===== src/rtl/cbg_pkg.sv =====
// shared widths, codes and types for the bar graph code generator
`timescale 1ns / 1ps

package cbg_pkg;

	localparam int PROG_W     = 16;
	localparam int LEN_W      = 6;
	localparam int CODE_W     = 3;
	// progress * cells * 6 never exceeds 25 bits for 16-bit progress and 6-bit length
	localparam int MUL_W      = 9;
	localparam int PROD_W     = PROG_W + MUL_W;
	localparam int MUL_STEPS  = MUL_W;
	localparam int MUL_CNT_W  = $clog2(MUL_STEPS);
	localparam int DIV_STEPS  = PROD_W;
	localparam int DIV_CNT_W  = $clog2(DIV_STEPS);
	// pixel count saturates here, well past the longest bar
	localparam int PIX_W      = 10;
	localparam int DIFF_W     = PIX_W + 1;

	localparam logic [CODE_W-1:0] FULL_CODE  = 3'd5;
	localparam logic [CODE_W-1:0] EMPTY_CODE = 3'd0;
	localparam logic signed [DIFF_W-1:0] PIX_PER_CELL = 11'sd6;
	localparam logic signed [DIFF_W-1:0] FULL_MIN     = 11'sd5;

	typedef struct packed {
		logic [CODE_W-1:0] code;
		logic [LEN_W-1:0]  index;
		logic              last;
	} cell_t;

endpackage


===== src/rtl/cbg_mul.sv =====
// bit-serial shift-add multiplier, one multiplier bit per cycle
`timescale 1ns / 1ps

module cbg_mul (
	input  logic                         clk,
	input  logic                         arst_n,
	input  logic                         start,
	input  logic [cbg_pkg::PROG_W-1:0]   mcand,
	input  logic [cbg_pkg::MUL_W-1:0]    mplier,
	output logic                         done,
	output logic [cbg_pkg::PROD_W-1:0]   product
);

	logic                           busy_q;
	logic                           done_q;
	logic [cbg_pkg::MUL_CNT_W-1:0]  cnt_q;
	logic [cbg_pkg::PROD_W-1:0]     acc_q;
	logic [cbg_pkg::PROD_W-1:0]     mcand_q;
	logic [cbg_pkg::MUL_W-1:0]      mplier_q;
	logic                           last_step;

	assign last_step = (cnt_q == cbg_pkg::MUL_CNT_W'(cbg_pkg::MUL_STEPS - 1));

	always_ff @(posedge clk or negedge arst_n) begin
		if (!arst_n) begin
			busy_q <= 1'b0;
			done_q <= 1'b0;
			cnt_q  <= '0;
		end else begin
			done_q <= busy_q && last_step;
			if (start) begin
				busy_q <= 1'b1;
				cnt_q  <= '0;
			end else if (busy_q) begin
				cnt_q <= cnt_q + 1'b1;
				if (last_step) begin
					busy_q <= 1'b0;
				end
			end
		end
	end

	always_ff @(posedge clk) begin
		if (start) begin
			acc_q    <= '0;
			mcand_q  <= cbg_pkg::PROD_W'(mcand);
			mplier_q <= mplier;
		end else if (busy_q) begin
			if (mplier_q[0]) begin
				acc_q <= acc_q + mcand_q;
			end
			mcand_q  <= {mcand_q[cbg_pkg::PROD_W-2:0], 1'b0};
			mplier_q <= {1'b0, mplier_q[cbg_pkg::MUL_W-1:1]};
		end
	end

	assign done    = done_q;
	assign product = acc_q;

endmodule


===== src/rtl/cbg_div.sv =====
// restoring divider, one quotient bit per cycle
`timescale 1ns / 1ps

module cbg_div (
	input  logic                         clk,
	input  logic                         arst_n,
	input  logic                         start,
	input  logic [cbg_pkg::PROD_W-1:0]   dividend,
	input  logic [cbg_pkg::PROG_W-1:0]   divisor,
	output logic                         done,
	output logic [cbg_pkg::PROD_W-1:0]   quotient
);

	logic                           busy_q;
	logic                           done_q;
	logic [cbg_pkg::DIV_CNT_W-1:0]  cnt_q;
	logic [cbg_pkg::PROD_W-1:0]     dvd_q;
	logic [cbg_pkg::PROG_W-1:0]     rem_q;
	logic [cbg_pkg::PROG_W-1:0]     dvs_q;
	logic [cbg_pkg::PROG_W:0]       shifted;
	logic [cbg_pkg::PROG_W+1:0]     diff;
	logic                           ge;
	logic                           last_step;

	assign last_step = (cnt_q == cbg_pkg::DIV_CNT_W'(cbg_pkg::DIV_STEPS - 1));
	assign shifted   = {rem_q, dvd_q[cbg_pkg::PROD_W-1]};
	assign diff      = {1'b0, shifted} - {2'b00, dvs_q};
	// a zero divisor sets every quotient bit, which later saturates to a full bar
	assign ge        = !diff[cbg_pkg::PROG_W+1];

	always_ff @(posedge clk or negedge arst_n) begin
		if (!arst_n) begin
			busy_q <= 1'b0;
			done_q <= 1'b0;
			cnt_q  <= '0;
		end else begin
			done_q <= busy_q && last_step;
			if (start) begin
				busy_q <= 1'b1;
				cnt_q  <= '0;
			end else if (busy_q) begin
				cnt_q <= cnt_q + 1'b1;
				if (last_step) begin
					busy_q <= 1'b0;
				end
			end
		end
	end

	always_ff @(posedge clk) begin
		if (start) begin
			dvd_q <= dividend;
			rem_q <= '0;
			dvs_q <= divisor;
		end else if (busy_q) begin
			rem_q <= ge ? diff[cbg_pkg::PROG_W-1:0] : shifted[cbg_pkg::PROG_W-1:0];
			dvd_q <= {dvd_q[cbg_pkg::PROD_W-2:0], ge};
		end
	end

	assign done     = done_q;
	assign quotient = dvd_q;

endmodule


===== src/rtl/cbg_emit.sv =====
// walks the cells of the bar and drives the output register, one cell per transaction
`timescale 1ns / 1ps

module cbg_emit (
	input  logic                         clk,
	input  logic                         arst_n,
	input  logic                         start,
	input  logic [cbg_pkg::PROD_W-1:0]   pix,
	input  logic [cbg_pkg::LEN_W-1:0]    len,
	output logic                         done,
	output logic                         out_valid,
	input  logic                         out_stall,
	output cbg_pkg::cell_t               cell_data
);

	logic                                busy_q;
	logic                                out_valid_q;
	cbg_pkg::cell_t                      cell_q;
	logic signed [cbg_pkg::DIFF_W-1:0]   d_q;
	logic [cbg_pkg::LEN_W-1:0]           k_q;
	logic [cbg_pkg::LEN_W-1:0]           len_q;
	logic [cbg_pkg::PIX_W-1:0]           pix_sat;
	logic                                load;
	logic                                is_last;
	logic [cbg_pkg::CODE_W-1:0]          code;

	assign pix_sat = (pix[cbg_pkg::PROD_W-1:cbg_pkg::PIX_W] != '0) ? '1
		: pix[cbg_pkg::PIX_W-1:0];

	assign load    = busy_q && (!out_valid_q || !out_stall);
	assign is_last = (k_q == cbg_pkg::LEN_W'(len_q - 1'b1));
	// zero-length bar finishes at once
	assign done    = (start && (len == '0)) || (load && is_last);

	// d_q is the pixel count minus the first pixel of the current cell
	always_comb begin
		priority if (d_q[cbg_pkg::DIFF_W-1]) begin
			code = cbg_pkg::EMPTY_CODE;
		end else if (d_q >= cbg_pkg::FULL_MIN) begin
			code = cbg_pkg::FULL_CODE;
		end else begin
			code = d_q[cbg_pkg::CODE_W-1:0];
		end
	end

	always_ff @(posedge clk or negedge arst_n) begin
		if (!arst_n) begin
			busy_q      <= 1'b0;
			out_valid_q <= 1'b0;
		end else begin
			if (start && (len != '0)) begin
				busy_q <= 1'b1;
			end else if (load && is_last) begin
				busy_q <= 1'b0;
			end
			if (!out_valid_q || !out_stall) begin
				out_valid_q <= load;
			end
		end
	end

	always_ff @(posedge clk) begin
		if (start) begin
			d_q   <= cbg_pkg::DIFF_W'({1'b0, pix_sat});
			k_q   <= '0;
			len_q <= len;
		end else if (load) begin
			d_q <= d_q - cbg_pkg::PIX_PER_CELL;
			k_q <= k_q + 1'b1;
		end
		if (load) begin
			cell_q.code  <= code;
			cell_q.index <= k_q;
			cell_q.last  <= is_last;
		end
	end

	assign out_valid = out_valid_q;
	assign cell_data = cell_q;

endmodule


===== src/rtl/char_lcd_bar_graph_codes.sv =====
// top level: character lcd bar graph glyph code generator
//
//  channel | signals                                      | direction
//  --------+----------------------------------------------+----------
//  request | in_valid, in_stall, progress, progress_max,  | in
//          | bar_length                                   |
//  cells   | out_valid, out_stall, cell_code, cell_index, | out
//          | last_cell                                    |
//
// a request passes through the serial multiplier, then the restoring divider,
// then the cell walk, which gives one cell per cycle while out_stall is low.
// a new request is taken once the last cell of the previous one sits in the
// output register, even while that cell is still stalled.
// reset clears the sequencer and the output valid; no clearing pass is needed.
// out_stall holds the current cell and pauses the cell walk.
`timescale 1ns / 1ps

module char_lcd_bar_graph_codes #(
	parameter int MAX_CELLS = 40
) (
	input  logic                          clk,
	input  logic                          arst_n,
	input  logic                          in_valid,
	output logic                          in_stall,
	input  logic [cbg_pkg::PROG_W-1:0]    progress,
	input  logic [cbg_pkg::PROG_W-1:0]    progress_max,
	input  logic [cbg_pkg::LEN_W-1:0]     bar_length,
	output logic                          out_valid,
	input  logic                          out_stall,
	output logic [cbg_pkg::CODE_W-1:0]    cell_code,
	output logic [cbg_pkg::LEN_W-1:0]     cell_index,
	output logic                          last_cell
);

	typedef enum logic [1:0] {
		S_IDLE,
		S_MUL,
		S_DIV,
		S_EMIT
	} state_t;

	localparam logic [cbg_pkg::LEN_W:0] MAX_LEN = (cbg_pkg::LEN_W + 1)'(MAX_CELLS);

	state_t                          state_q;
	logic                            in_stall_q;
	logic [cbg_pkg::PROG_W-1:0]      pmax_q;
	logic [cbg_pkg::LEN_W-1:0]       len_q;
	logic                            accept;
	logic [cbg_pkg::LEN_W-1:0]       len_sat;
	logic [cbg_pkg::MUL_W-1:0]       len_x6;
	logic                            mul_done;
	logic [cbg_pkg::PROD_W-1:0]      product;
	logic                            div_done;
	logic [cbg_pkg::PROD_W-1:0]      quotient;
	logic                            emit_done;
	cbg_pkg::cell_t                  cell_data;

	assign accept  = in_valid && !in_stall_q;
	assign len_sat = ({1'b0, bar_length} > MAX_LEN) ? MAX_LEN[cbg_pkg::LEN_W-1:0] : bar_length;
	assign len_x6  = (cbg_pkg::MUL_W'(len_sat) << 2) + (cbg_pkg::MUL_W'(len_sat) << 1);

	always_ff @(posedge clk or negedge arst_n) begin
		if (!arst_n) begin
			state_q    <= S_IDLE;
			in_stall_q <= 1'b0;
		end else begin
			unique case (state_q)
				S_IDLE: begin
					if (accept) begin
						state_q    <= S_MUL;
						in_stall_q <= 1'b1;
					end
				end
				S_MUL: begin
					if (mul_done) begin
						state_q <= S_DIV;
					end
				end
				S_DIV: begin
					// an empty bar is finished as soon as the divide is
					if (div_done && emit_done) begin
						state_q    <= S_IDLE;
						in_stall_q <= 1'b0;
					end else if (div_done) begin
						state_q <= S_EMIT;
					end
				end
				S_EMIT: begin
					if (emit_done) begin
						state_q    <= S_IDLE;
						in_stall_q <= 1'b0;
					end
				end
				default: begin
					state_q    <= S_IDLE;
					in_stall_q <= 1'b0;
				end
			endcase
		end
	end

	always_ff @(posedge clk) begin
		if (accept) begin
			pmax_q <= progress_max;
			len_q  <= len_sat;
		end
	end

	cbg_mul u_mul (
		.clk     (clk),
		.arst_n  (arst_n),
		.start   (accept),
		.mcand   (progress),
		.mplier  (len_x6),
		.done    (mul_done),
		.product (product)
	);

	cbg_div u_div (
		.clk      (clk),
		.arst_n   (arst_n),
		.start    (mul_done),
		.dividend (product),
		.divisor  (pmax_q),
		.done     (div_done),
		.quotient (quotient)
	);

	cbg_emit u_emit (
		.clk       (clk),
		.arst_n    (arst_n),
		.start     (div_done),
		.pix       (quotient),
		.len       (len_q),
		.done      (emit_done),
		.out_valid (out_valid),
		.out_stall (out_stall),
		.cell_data (cell_data)
	);

	assign in_stall   = in_stall_q;
	assign cell_code  = cell_data.code;
	assign cell_index = cell_data.index;
	assign last_cell  = cell_data.last;

`ifndef SYNTHESIS
	// more cells pending means the sequencer is still walking the bar
	assert property (@(posedge clk) disable iff (!arst_n)
		(out_valid && !out_stall && !last_cell) |-> (state_q == S_EMIT))
		else $error("cell transaction without last flag while not emitting");

	assert property (@(posedge clk) disable iff (!arst_n)
		mul_done |-> (state_q == S_MUL))
		else $error("multiplier finished outside its phase");

	assert property (@(posedge clk) disable iff (!arst_n)
		div_done |-> (state_q == S_DIV))
		else $error("divider finished outside its phase");

	assert property (@(posedge clk) disable iff (!arst_n)
		out_valid |-> (cell_code <= cbg_pkg::FULL_CODE))
		else $error("glyph code out of range");

	assert property (@(posedge clk) disable iff (!arst_n)
		(out_valid && !out_stall && !last_cell) |=> (cell_index != '0 || !out_valid))
		else $error("cell index restarted inside a bar");
`endif

endmodule


===== config.mk =====
export PLATFORM = sky130hd
export DESIGN_NAME = char_lcd_bar_graph_codes
export DESIGN_NICKNAME = d
export VERILOG_FILES = /design/src/rtl/cbg_pkg.sv /design/src/rtl/cbg_mul.sv /design/src/rtl/cbg_div.sv /design/src/rtl/cbg_emit.sv /design/src/rtl/char_lcd_bar_graph_codes.sv
export SDC_FILE = /design/constraint.sdc
export NUM_CORES = 1
export LEC_CHECK = 0
export BUFFER_PORTS_ARGS = -buffer_cell sky130_fd_sc_hd__buf_2
export CAP_MARGIN = 20
export CELL_PAD_IN_SITES_DETAIL_PLACEMENT = 1
export CELL_PAD_IN_SITES_GLOBAL_PLACEMENT = 1
export CORE_MARGIN = 2
export CORE_UTILIZATION = 42
export DETAILED_ROUTE_END_ITERATION = 8
export PLACE_DENSITY_LB_ADDON = 0.12
export SLEW_MARGIN = 20
export SYNTH_ARGS = -nofsm -noshare
export SYNTH_HDL_FRONTEND = slang
export SYNTH_SLANG_ARGS = --single-unit

===== constraint.sdc =====
create_clock -name clk -period 3.8 [get_ports clk]
set_input_delay 0.76 -clock clk [delete_from_list [all_inputs] [get_ports clk]]
set_output_delay 0.76 -clock clk [all_outputs]
set_load 0.01 [all_outputs]

# Yosys cells after proc, flatten, opt, wreduce, memory -nomap -nowiden
# Index checks and enable logic that the tools add are counted.
# Widths: inputs -> output; s select.
dict set report op_classes {
  bitwise 0
  n_mul 0
  div_mod_pow 0
  addsub 8
  reduce_logical 27
  shifts 0
  eq_ne 11
  mux 34
  order_cmp 2
}
# cell n
set ops {}
lappend ops {{$mux 25} 2}
lappend ops {{$mux 16} 3}
lappend ops {{$mux 10} 3}
lappend ops {{$add 25x25->25} 1}
lappend ops {{$mux 9} 2}
lappend ops {{$sub 17x16->18} 1}
lappend ops {{$reduce_bool 15->1} 1}
lappend ops {{$ge 11x4->1 const B} 1}
lappend ops {{$mux 1} 11}
lappend ops {{$sub 11x4->11 const B} 1}
lappend ops {{$mux 2} 5}
lappend ops {{$mux 5} 2}
lappend ops {{$add 8x7->9} 1}
lappend ops {{$logic_and 1x1->1} 8}
lappend ops {{$mux 4} 2}
lappend ops {{$pmux 2 s4} 1}
lappend ops {{$reduce_and 4->1} 2}
lappend ops {{$reduce_bool 2->1} 4}
lappend ops {{$add 6x1->6 const B} 1}
lappend ops {{$eq 6x6->1} 1}
lappend ops {{$gt 6x6->1 const B} 1}
lappend ops {{$logic_not 6->1} 1}
lappend ops {{$mux 6} 1}
lappend ops {{$ne 2x2->1 const B} 3}
lappend ops {{18 further kinds} 23}
dict set report word_totals {
  memories 0
  romBits 0
  output_inout_bits 12
  latchBits 0
  in_bits 42
  regBits 189
  word_cells 109
  mem_bits_rw 0
}

# Depth between registers and ports, before layout
# Gate-level depths: netlist (run 1).
dict set report depth {
  word_depth 8
  mapped_depth 11
  mapped_depth_nobuf 11
}

# Cells and area by module
# A second synthesis (run 1) with hierarchy kept.
dict set report hier_totals {
  cells_unflattened 940
  hier_area_um2 10092.2
}
# mod cells_per_inst seq_area_each_um2 area_each_um2 instances
set modules_own_cells {}
lappend modules_own_cells {cbg_mul 410 1581.5 3866.2 1}
lappend modules_own_cells {cbg_div 313 1726.7 3448.3 1}
lappend modules_own_cells {cbg_emit 140 970.9 1696.6 1}
lappend modules_own_cells {char_lcd_bar_graph_codes 77 735.7 1081.0 1}

# Worst setup path after synthesis (run 1)
# Ideal clock, no wire load.
dict set report synth_path {
  path_kind {in2reg}
  from {input port bar_length[4] in the netlist's numbering}
  to {register u_mul.mplier_q[6] in the netlist's numbering, data pin}
  path_stages 11
  setup_slack_ps 1323
  arrival_time_ps 2210
  required_time_ps 3533
  n_path_buf 0
  setup_time_ps 267
  path_cell_list {o21ai_0 > nand2_1 > inv_1 > ha_1 > inv_1 > fa_1 > nor2b_1 > o21ai_0 > nand2b_1 > xnor2_1 > o21ai_0}
}
dict set report synth_via {
  elab_chain_cells 4
}
# item line_no
set synth_lines {}
lappend synth_lines {{from (decl)} char_lcd_bar_graph_codes.sv:27} ;# input logic [cbg_pkg::LEN_W-1:0] bar_length,
lappend synth_lines {{$gt 6x6->1} char_lcd_bar_graph_codes.sv:59} ;# assign len_sat = ({1'b0, bar_length} > MAX_LEN) ? MAX_LEN[cbg_pkg::LEN_W-1:0] : bar_length;
lappend synth_lines {{$mux 6} char_lcd_bar_graph_codes.sv:59}
lappend synth_lines {{via len_sat, one bit} char_lcd_bar_graph_codes.sv:49} ;# logic [cbg_pkg::LEN_W-1:0] len_sat;
lappend synth_lines {{$add 8x7->9} char_lcd_bar_graph_codes.sv:60} ;# assign len_x6 = (cbg_pkg::MUL_W'(len_sat) << 2) + (cbg_pkg::MUL_W'(len_sat) << 1);
lappend synth_lines {{$mux 9} cbg_mul.sv:44} ;# if (start) begin
lappend synth_lines {{to (signal assigned)} cbg_mul.sv:47} ;# mplier_q <= mplier;
lappend synth_lines {{to (signal assigned)} cbg_mul.sv:53} ;# mplier_q <= {1'b0, mplier_q[cbg_pkg::MUL_W-1:1]};
lappend synth_lines {{to (decl)} cbg_mul.sv:19} ;# logic [cbg_pkg::MUL_W-1:0] mplier_q;
# The timed path passes the listed nets, and every way through them passes these cells.
# A chain may end at the register's enable or synchronous reset.

# Worst setup path after layout (run 1)
dict set report layout_path {
  from {register u_div.dvs_q[1] in the netlist's numbering}
  to {register u_div.rem_q[1] in the netlist's numbering}
}
dict set report layout_via {
  elab_chain_cells 2
}
# item line_no
set layout_lines {}
lappend layout_lines {{from (decl)} cbg_div.sv:19} ;# logic [cbg_pkg::PROG_W-1:0] dvs_q;
lappend layout_lines {{from (signal assigned)} cbg_div.sv:54} ;# dvs_q <= divisor;
lappend layout_lines {{$sub 17x16->18} cbg_div.sv:27} ;# assign diff = {1'b0, shifted} - {2'b00, dvs_q};
lappend layout_lines {{$mux 16} cbg_div.sv:56} ;# rem_q <= ge ? diff[cbg_pkg::PROG_W-1:0] : shifted[cbg_pkg::PROG_W-1:0];
lappend layout_lines {{to (signal assigned)} cbg_div.sv:56}
lappend layout_lines {{to (decl)} cbg_div.sv:18} ;# logic [cbg_pkg::PROG_W-1:0] rem_q;
# No other way between the ends.

==> impl_metrics.toml, run 1 <==
[synthesis]
syn_inst = 924
synth_nets = 1024
avgSynthCellArea_sq_um = 10.55
async_reset_ff_share_pct = 9.524
synth_top_family_by_area = "compound AO/OA/AOI/OAI gates"
syn-cell-area_sq_um = 9747
synth_xor_area_share_pct = 4.673
ys.flop_type = "edfxtp_1"
synthDistinctLibCells = 72
synth_top_cell_by_area = "edfxtp_1"
yosys_warnings = 0
synth-compound-area-share_pct = 14.31
yosys.area_share.simple_pct = 13.27
synth_fa_ha_area_share_pct = 7.677
synth-edff-count = 114
synth_top_area_share_pct = 35.12
synthTopCellsByArea = "edfxtp_1 35%, dfxtp_1 12%, ha_1 7.1%, dfrtp_1 4.6%, nand2_1 4.3%"
synth_seq_cells = 189
synth_mux_area_share_pct = 5.366
seq_area_frac_synth_pct = 51.45

[setup_path]
startpoint_type = "flip-flop"
max_stage_delay_ps = 560
cp_cell_sequence = "inv_1 -> ha_1 -> nor2b_1 -> o2111ai_1 -> a211oi_1 -> o21ai_1 -> a31oi_2 -> buf_12 -> nor4b_1 -> a311o_1"
crit_fanout = 16
path_buf_inv = 2
end_kind = "flip-flop"
crit_arrival_ps = 3240
path_delay_family = "compound AO/OA/AOI/OAI gates"
worstSetupPathType = "reg -> reg"
slowest_stage = "a31oi_2"
required_ps = 4170

[sta]
fin_setup_tns_ps = 0
relSlewSlack_pct = 30.61
hold_viol = 0
maxSlewViolCount = 0
clock.fmax_ghz = 0.3481
fin_crit_ps = 2873
finalCritPeriodShare_pct = 75.60
setup-violations-final = 0
fin_worst_skew_ps = 11.28
rsz0062_at_grt = "false"
worst_pin_slew_ps = 1041

[detailed_routing]
wl_per_cell_microns = 17.11
initialDrtViolationCount = 324
drt-total-wl_mm = 21.70
route.vias.total = 6967
drt_pass1_iterations = 4
postRouteAntennaNets = 0
drc = 0
via_per_inst = 5.494

[pwr]
power.density_nw_per_um2 = 939.3
p_total_mw = 10.24
max-vdd-ir-drop_v = 0.0003451
leakagePower_nw = 4.424

[clock_tree]
post_cts_resized = 0
post_cts_buffers = 0
insertion_delay_ps = 430
hold_buffers = 0
cts_root_buffer = "clkbuf_16"
path_clk_slew_ps = 70
cts.htree.levels = 4
clock_path_buffers = 2
cts_sinks = 189
cts_tree = "done"
cts_buffers = 17

[cells_and_area]
n_fill_cell = 2521
fin_nets = 1070
finalInstanceArea_sq_um = 10900
drive_gt1_share_pct = 13.63
utilization_pct = 47.99
syn_to_final_growth_pct = 11.81
final_cells = 1268
final_common_cell = "edfxtp_1"
layout_common_cells = "114 x edfxtp_1, 110 x nand2_1, 75 x nor2_1, 57 x a21oi_1, 57 x dfxtp_1"
antenna_cells = 0

[place]
dpl-instance-area_sq_um = 10320
io_buffers = 53
dp.cells = 1236
gp_congestion = 0.8664
dpl.hpwl_mm = 15.19

[global_routing]
grt_usage_pct = 18.54
grt_pass1_wl_mm = 36.08
antenna_found_initial = 0
grt_start_max_net_pins = 63
first_global_vias = 7044
grt_remaining_overflow = 0

[worst_hold_path]
worst_hold_path_type = "in -> async"

[floorplanning]
start_util_pct = 42.92
core_area_sq_um = 22710
dieArea_sq_um = 24440
core.rowCount = 55
fp.dieW_microns = 156.3
fp.dieH_microns = 156.3
pin_count = 54

[status]
status = "completed"

[flow_run]
cap_violations = 0
## per-layer routing
metal  part of all wire [%]  vias up  GRT usage [%]  wire length [microns]
li1                       -     3450              -                      -
met1                     50     3418          25.61                  10770
met2                     47       79          30.21                  10140
met3                    2.4       20          2.797                    513
met4                    1.3        0          5.592                    272
met5                      0        -              0                      0
## cell families (layout without fill, tap and decap cells)
kind of cell / after synthesis / in the layout
AND/OR/NAND/NOR: 285 / 285
AO/OA/AOI/OAI: 210 / 210
flip-flops: 189 / 189
buffers and inverters: 81 / 140
adder cells (fa/ha/maj): 58 / 58
XOR/XNOR: 52 / 52
multiplexers: 49 / 49
## flip-flops by register name, summed over array words and instances, names as in the netlist, 5 cells and up
| name | count |
|---|---|
| u_mul.mplier_q | 9 |
| u_div.cnt_q | 5 |
| u_emit.len_q | 6 |
| u_mul.product | 25 |
| len_q | 6 |
| u_div.dvs_q | 16 |
| u_mul.mcand_q | 25 |
| pmax_q | 16 |
| u_emit.k_q | 6 |
| u_div.quotient | 25 |
| u_emit.cell_data | 10 |
| u_emit.d_q | 11 |
| u_div.rem_q | 16 |
## worst reg2reg max path: stages, from the launching register on
cell and delay [ps]:
edfxtp_1 380, inv_1 60, ha_1 260, nor2b_1 180, o2111ai_1 200, a211oi_1 390, o21ai_1 140, a31oi_2 560
buf_12 240, nor4b_1 250, a311o_1 160
## cells in the mapped netlist (3+ instances only)
cell type  number
a2111oi_0       3
a211oi_1       22
a21o_1         12
a21oi_1        57
a22oi_1         4
a311o_1         3
a31oi_1         9
a41oi_1         3
and2_1          6
and3_1          6
buf_1           4
clkbuf_1       27
dfrtp_1        18
dfxtp_1        57
edfxtp_1      114
fa_1            3
ha_1           55
inv_1          46
mux2_2         26
mux2i_1        23
nand2_1       111
nand2b_1        4
nand3_1        11
nand3b_1        3
nand4_1         8
nor2_1         75
nor2b_1        10
nor3_1         29
nor4_1          5
o211ai_1        6
o21a_1         14
o21ai_0        43
o31a_1          3
o31ai_1         3
or3_1           3
xnor2_1        21
xor2_1         31
## layout make-up
cell class                 instances  area [sq um]  share of cell area, %
sequential                       189          5016                  46.03
multi-input combinational        654          4422                  40.57
tap                              285         356.6                  3.272
inverter                          47         176.4                  1.619
timing repair buffer              61         350.3                  3.215
clock inverter                    12         140.1                  1.286
clock buffer                      20         436.7                  4.007
## stage by stage
| step | hold WS (ps) | setup WS [ps] |
|---|---|---|
| final | 261.6 | 927.3 |
| after global routing | 289.0 | 624.9 |
| after CTS | 263.1 | 930.8 |
| after detailed placement | 407.0 | 961.6 |
| after global placement | 405.1 | 1024 |
| after floorplan | 400.3 | 1323 |
## where the power goes
group / switching [mW] / leakage, nW / internal [mW] / total (mW)
Sequential: 0.616 / 1.79 / 3.18 / 3.79
Combinational: 2.61 / 2.36 / 2.05 / 4.66
Clock: 0.805 / 0.272 / 0.979 / 1.78
Total: 4.03 / 4.42 / 6.21 / 10.2
## final timing paths
check,from,end,slack [ps],depth (start not counted)
worst min register to register,pmax_q[5]$_DFFE_PP_,u_div.dvs_q[5]$_DFFE_PP_,420,0
max in group asynchronous,arst_n,u_mul.done$_DFF_PN0_,3210,1
worst max-delay path,u_div.dvs_q[1]$_DFFE_PP_,u_div.rem_q[1]$_SDFFE_PP0P_,930,10
worst min-delay path,arst_n,u_div.cnt_q[4]$_DFFE_PN0P_,260,1
min in group clk,pmax_q[5]$_DFFE_PP_,u_div.dvs_q[5]$_DFFE_PP_,420,0
worst max register to register,u_div.dvs_q[1]$_DFFE_PP_,u_div.rem_q[1]$_SDFFE_PP0P_,930,10
Power figures use the tool's default switching activity.
==> inputs of run 2 (changes only) <==
- clock period: 3.8 -> 2.8 ns (I/O delays scaled with it)
==> run 2 against run 1 <==
  * Clock power grew 34%
  * Die area did not move
  * Hold slack worse by 210 ps
  * Worst setup slack got worse by 720 ps
  * Power is 35% higher
  * Critical path type unchanged
  * Largest power group unchanged
  * Highest routed layer unchanged
==> impl_metrics.toml, run 2 (synthesis results as in run 1) <==
[detailed_routing]
drt_pass1_iterations = 4
postRouteAntennaNets = 0
route.vias.total = 6845
initialDrtViolationCount = 302
wl_per_cell_microns = 16.56
drc = 0
drt-total-wl_mm = 21.15
via_per_inst = 5.360

[cells_and_area]
layout_common_cells = "114 x edfxtp_1, 111 x nand2_1, 75 x nor2_1, 57 x a21oi_1, 57 x dfxtp_1"
drive_gt1_share_pct = 14.62
antenna_cells = 0
multi_input_area_sq_um = 4419
final_common_cell = "edfxtp_1"
regArea_sq_um = 5016
fin_nets = 1079
n_fill_cell = 2527
final_cells = 1277
syn_to_final_growth_pct = 12.62

[sta]
fin_crit_ps = 2589
worst_pin_slew_ps = 686.7
fin_worst_skew_ps = 12.73
relSlewSlack_pct = 54.11
rsz0062_at_grt = "false"
setup-violations-final = 0
finalCritPeriodShare_pct = 92.48
hold_viol = 0
clock.fmax_ghz = 0.3862
fin_setup_tns_ps = 0
maxSlewViolCount = 0

[global_routing]
grt_pass1_wl_mm = 35.67
first_global_vias = 7051
grt_usage_pct = 18.35
grt_start_max_net_pins = 63
antenna_found_initial = 0
grt_remaining_overflow = 0

[setup_path]
r2r_start = "u_mul.mcand_q[7]$_DFFE_PP_"
crit_arrival_ps = 2960
required_ps = 3170
end_kind = "flip-flop"
startpoint = "u_mul.mcand_q[7]$_DFFE_PP_"
startpoint_type = "flip-flop"
worstSetupPathType = "reg -> reg"
crit_fanout = 6

[status]
status = "completed"

[flow_run]
cap_violations = 0

[clock_tree]
path_clk_slew_ps = 70
post_cts_buffers = 0
cts_buffers = 17
cts_root_buffer = "clkbuf_16"
cts_sinks = 189
cts.htree.levels = 4
hold_buffers = 0
cts_tree = "done"
insertion_delay_ps = 440
clock_path_buffers = 2
post_cts_resized = 0

[floorplanning]
pin_count = 54
core.rowCount = 55
fp.dieW_microns = 156.3
core_area_sq_um = 22710
start_util_pct = 42.92
dieArea_sq_um = 24440
fp.dieH_microns = 156.3

[pwr]
power.density_nw_per_um2 = 1260
max-vdd-ir-drop_v = 0.0005035
leakagePower_nw = 4.482

[place]
gp_congestion = 0.8921
dpl.hpwl_mm = 15.33
dp.cells = 1245
io_buffers = 53

[worst_hold_path]
worst_hold_path_type = "in -> async"
-- run 2: cell count changes in the layout (fill, tap and decap cells not counted), sizes merged --
cell and delta:
buf +9, clkinv +2, inv +3, bufinv -2, clkinvlp -1, clkbuf -2
-- run 2: through the flow --
| step | power (mW) | hold WS, ps | utilization (%) | setup slack, ps | area, sq um |
|---|---|---|---|---|---|
| finish | 13.83 | 46.87 | 48.34 | 210.5 | 10980 |
| global route | 15.00 | 75.66 | 48.34 | 8.332 | 10980 |
| CTS | 13.99 | 57.52 | 48.34 | 164.7 | 10980 |
| detailed placement | 11.53 | 406.1 | 45.79 | 165.7 | 10400 |
| global placement | 11.37 | 403.0 | 45.79 | 228.8 | 10400 |
| floorplan | 9.912 | 264.4 | - | 514.6 | 9747 |
-- run 2: final cells by class --
type | instances | area share (%)
Timing Repair Buffer | 70 | 3.921
Inverter | 47 | 1.607
Tap cell | 285 | 3.249
Sequential cell | 189 | 45.70
Multi-Input combinational cell | 654 | 40.26
Clock buffer | 18 | 4.103
Clock inverter | 14 | 1.163
-- run 2: final timing paths --
check / end / slack, ps / cells past startpoint
max: u_mul.product[21]$_SDFFE_PP0P_ / 210 / 8
min: state_q[0]$_DFFE_PN0P_ / 50 / 1
max reg2reg: u_mul.product[21]$_SDFFE_PP0P_ / 210 / 8
min reg2reg: u_div.dvs_q[6]$_DFFE_PP_ / 410 / 0
max in group asynchronous: u_mul.done$_DFF_PN0_ / 2420 / 1
min in group clk: pmax_q[11]$_DFFE_PP_ / 290 / 1
-- run 2: layer usage --
metal | GRT usage [%] | wire [microns] | vias to the layer above
met5 | 0 | 0 | -
met4 | 4.718 | 212 | 0
met3 | 3.157 | 485 | 18
met2 | 29.98 | 9758 | 63
met1 | 25.35 | 10700 | 3288
li1 | - | - | 3476
-- run 2: worst max-delay path: stages, from the launching register on --
cell	delay, ps
edfxtp_1	400
ha_1	410
nand2_2	80
o31a_1	320
a311o_1	370
o41ai_2	400
a41oi_1	210
xor2_1	170
a21oi_1	160
-- run 2: power breakdown --
part / leakage, nW / switching, mW / internal (mW)
Sequential: 1.79 / 0.830 / 4.31
Combinational: 2.41 / 3.48 / 2.83
Clock: 0.281 / 1.16 / 1.22
==> inputs of run 3 (changes only) <==
- PLACE_DENSITY: default -> 0.73
- PLACE_DENSITY_LB_ADDON: 0.12 -> default
==> run 3 against run 2 <==
  * Die area unchanged
  * Cell count did not move
  * Critical path depth rose by 2
  * Largest cell class unchanged
  * Worst setup slack lost 70 ps
  * Clock skew is 0.62 ps lower
  * Critical path type unchanged
  * Fmax decreased by 2.6%
  * Sequential share of layout area up 0.13 points
==> impl_metrics.toml, run 3 (synthesis results as in run 1) <==
[place]
io_buffers = 53
gp_congestion = 0.9071
dp.cells = 1245
dpl.hpwl_mm = 15.70

[sta]
fin_setup_tns_ps = 0
worst_pin_slew_ps = 760.3
fin_worst_skew_ps = 12.11
clock.fmax_ghz = 0.3760
maxSlewViolCount = 0
relSlewSlack_pct = 49.31
rsz0062_at_grt = "false"
timing.hold.ws_ps = 62.86
hold_viol = 0
setup-violations-final = 0
fin_crit_ps = 2660
finalCritPeriodShare_pct = 94.99

[setup_path]
crit_fanout = 13
required_ps = 3170
max_stage_delay_ps = 410
reg2reg_slack_ps = 140
path_buf_inv = 2
startpoint_type = "flip-flop"
slowest_stage = "a211oi_1"
cp_cell_sequence = "inv_1 -> ha_1 -> nor2b_1 -> o2111ai_1 -> a211oi_1 -> o21ai_1 -> a31oi_2 -> buf_4 -> nor4b_1 -> a311o_1"
path_delay_family = "compound AO/OA/AOI/OAI gates"
crit_arrival_ps = 3030
end_kind = "flip-flop"
worstSetupPathType = "reg -> reg"

[clock_tree]
cts_tree = "done"
cts_sinks = 189
cts_buffers = 17
cts.htree.levels = 4
post_cts_buffers = 0
path_clk_slew_ps = 70
hold_buffers = 0
cts_root_buffer = "clkbuf_16"
clock_path_buffers = 2
insertion_delay_ps = 430
post_cts_resized = 0

[global_routing]
first_global_vias = 7074
grt_remaining_overflow = 0
use_met2_pct = 30.19
top_usage_layer = "met2"
globalRouteMet3Util_pct = 2.742
antenna_found_initial = 0
grt_usage_pct = 18.53
grt_pass1_wl_mm = 36.06
grt_use_met1_pct = 26.06
grt_start_max_net_pins = 63

[floorplanning]
fp.dieW_microns = 156.3
fp.dieH_microns = 156.3
start_util_pct = 42.92
dieArea_sq_um = 24440
core.rowCount = 55
core_area_sq_um = 22710
pin_count = 54

[worst_hold_path]
worst_hold_path_type = "in -> async"

[cells_and_area]
final_cells = 1277
regArea_sq_um = 5016
fin_nets = 1079
multi_input_area_sq_um = 4419
syn_to_final_growth_pct = 12.30
final_common_cell = "edfxtp_1"
antenna_cells = 0
drive_gt1_share_pct = 14.11
layout_common_cells = "114 x edfxtp_1, 111 x nand2_1, 75 x nor2_1, 57 x a21oi_1, 57 x dfxtp_1"
n_fill_cell = 2498

[pwr]
leakagePower_nw = 4.467
power.density_nw_per_um2 = 1273
p_total_mw = 13.93
max-vdd-ir-drop_v = 0.0005212

[detailed_routing]
via_per_inst = 5.453
drc = 0
drt_pass1_iterations = 4
postRouteAntennaNets = 0
wl_per_cell_microns = 17.05
drt-total-wl_mm = 21.78
route.vias.total = 6963
initialDrtViolationCount = 333

[status]
status = "completed"

[flow_run]
cap_violations = 0
[run 3: worst paths after layout]
path,cells past startpoint,end,start
max,10,u_div.rem_q[1]$_SDFFE_PP0P_,u_div.dvs_q[1]$_DFFE_PP_
max reg2reg,10,u_div.rem_q[1]$_SDFFE_PP0P_,u_div.dvs_q[1]$_DFFE_PP_
min in group clk,1,pmax_q[9]$_DFFE_PP_,progress_max[9]
min,1,in_stall$_DFFE_PN0P_,arst_n
min reg2reg,0,u_div.dvs_q[9]$_DFFE_PP_,pmax_q[9]$_DFFE_PP_
max in group asynchronous,1,u_mul.done$_DFF_PN0_,arst_n
[run 3: layer usage]
layer | vias up | wire length (microns)
met3 | 16 | 587
met5 | - | 0
met4 | 0 | 173
met2 | 89 | 10280
li1 | 3461 | -
met1 | 3397 | 10730
[run 3: cell type report]
type                       instances  share of cell area, %
clock buffer                      19                  3.955
clock inverter                    13                  1.269
inverter                          47                  1.612
multi-input combinational        654                  40.37
sequential                       189                  45.83
tap                              285                  3.258
timing repair buffer              70                  3.704
[run 3: per-stage QoR]
stage / area (sq um) / setup WS (ps) / util [%]
finish: 10950 / 140.3 / 48.20
global route: 10950 / 5.289 / 48.20
CTS: 10950 / 154.6 / 48.20
detailed placement: 10370 / 26.19 / 45.68
global placement: 10370 / 222.9 / 45.68
floorplan: 9747 / 514.6 / -
[run 3: worst register-to-register path: stages (launching register included)]
cell,delay (ps)
edfxtp_1,380
inv_1,60
ha_1,260
nor2b_1,210
o2111ai_1,210
a211oi_1,410
o21ai_1,170
a31oi_2,220
buf_4,250
nor4b_1,290
a311o_1,160
[run 3: power by group]
group	internal [mW]	total, mW	switching (mW)	leakage, nW
Combinational	2.84	6.39	3.55	2.41
Clock	1.32	2.39	1.07	0.271
Sequential	4.31	5.16	0.847	1.79
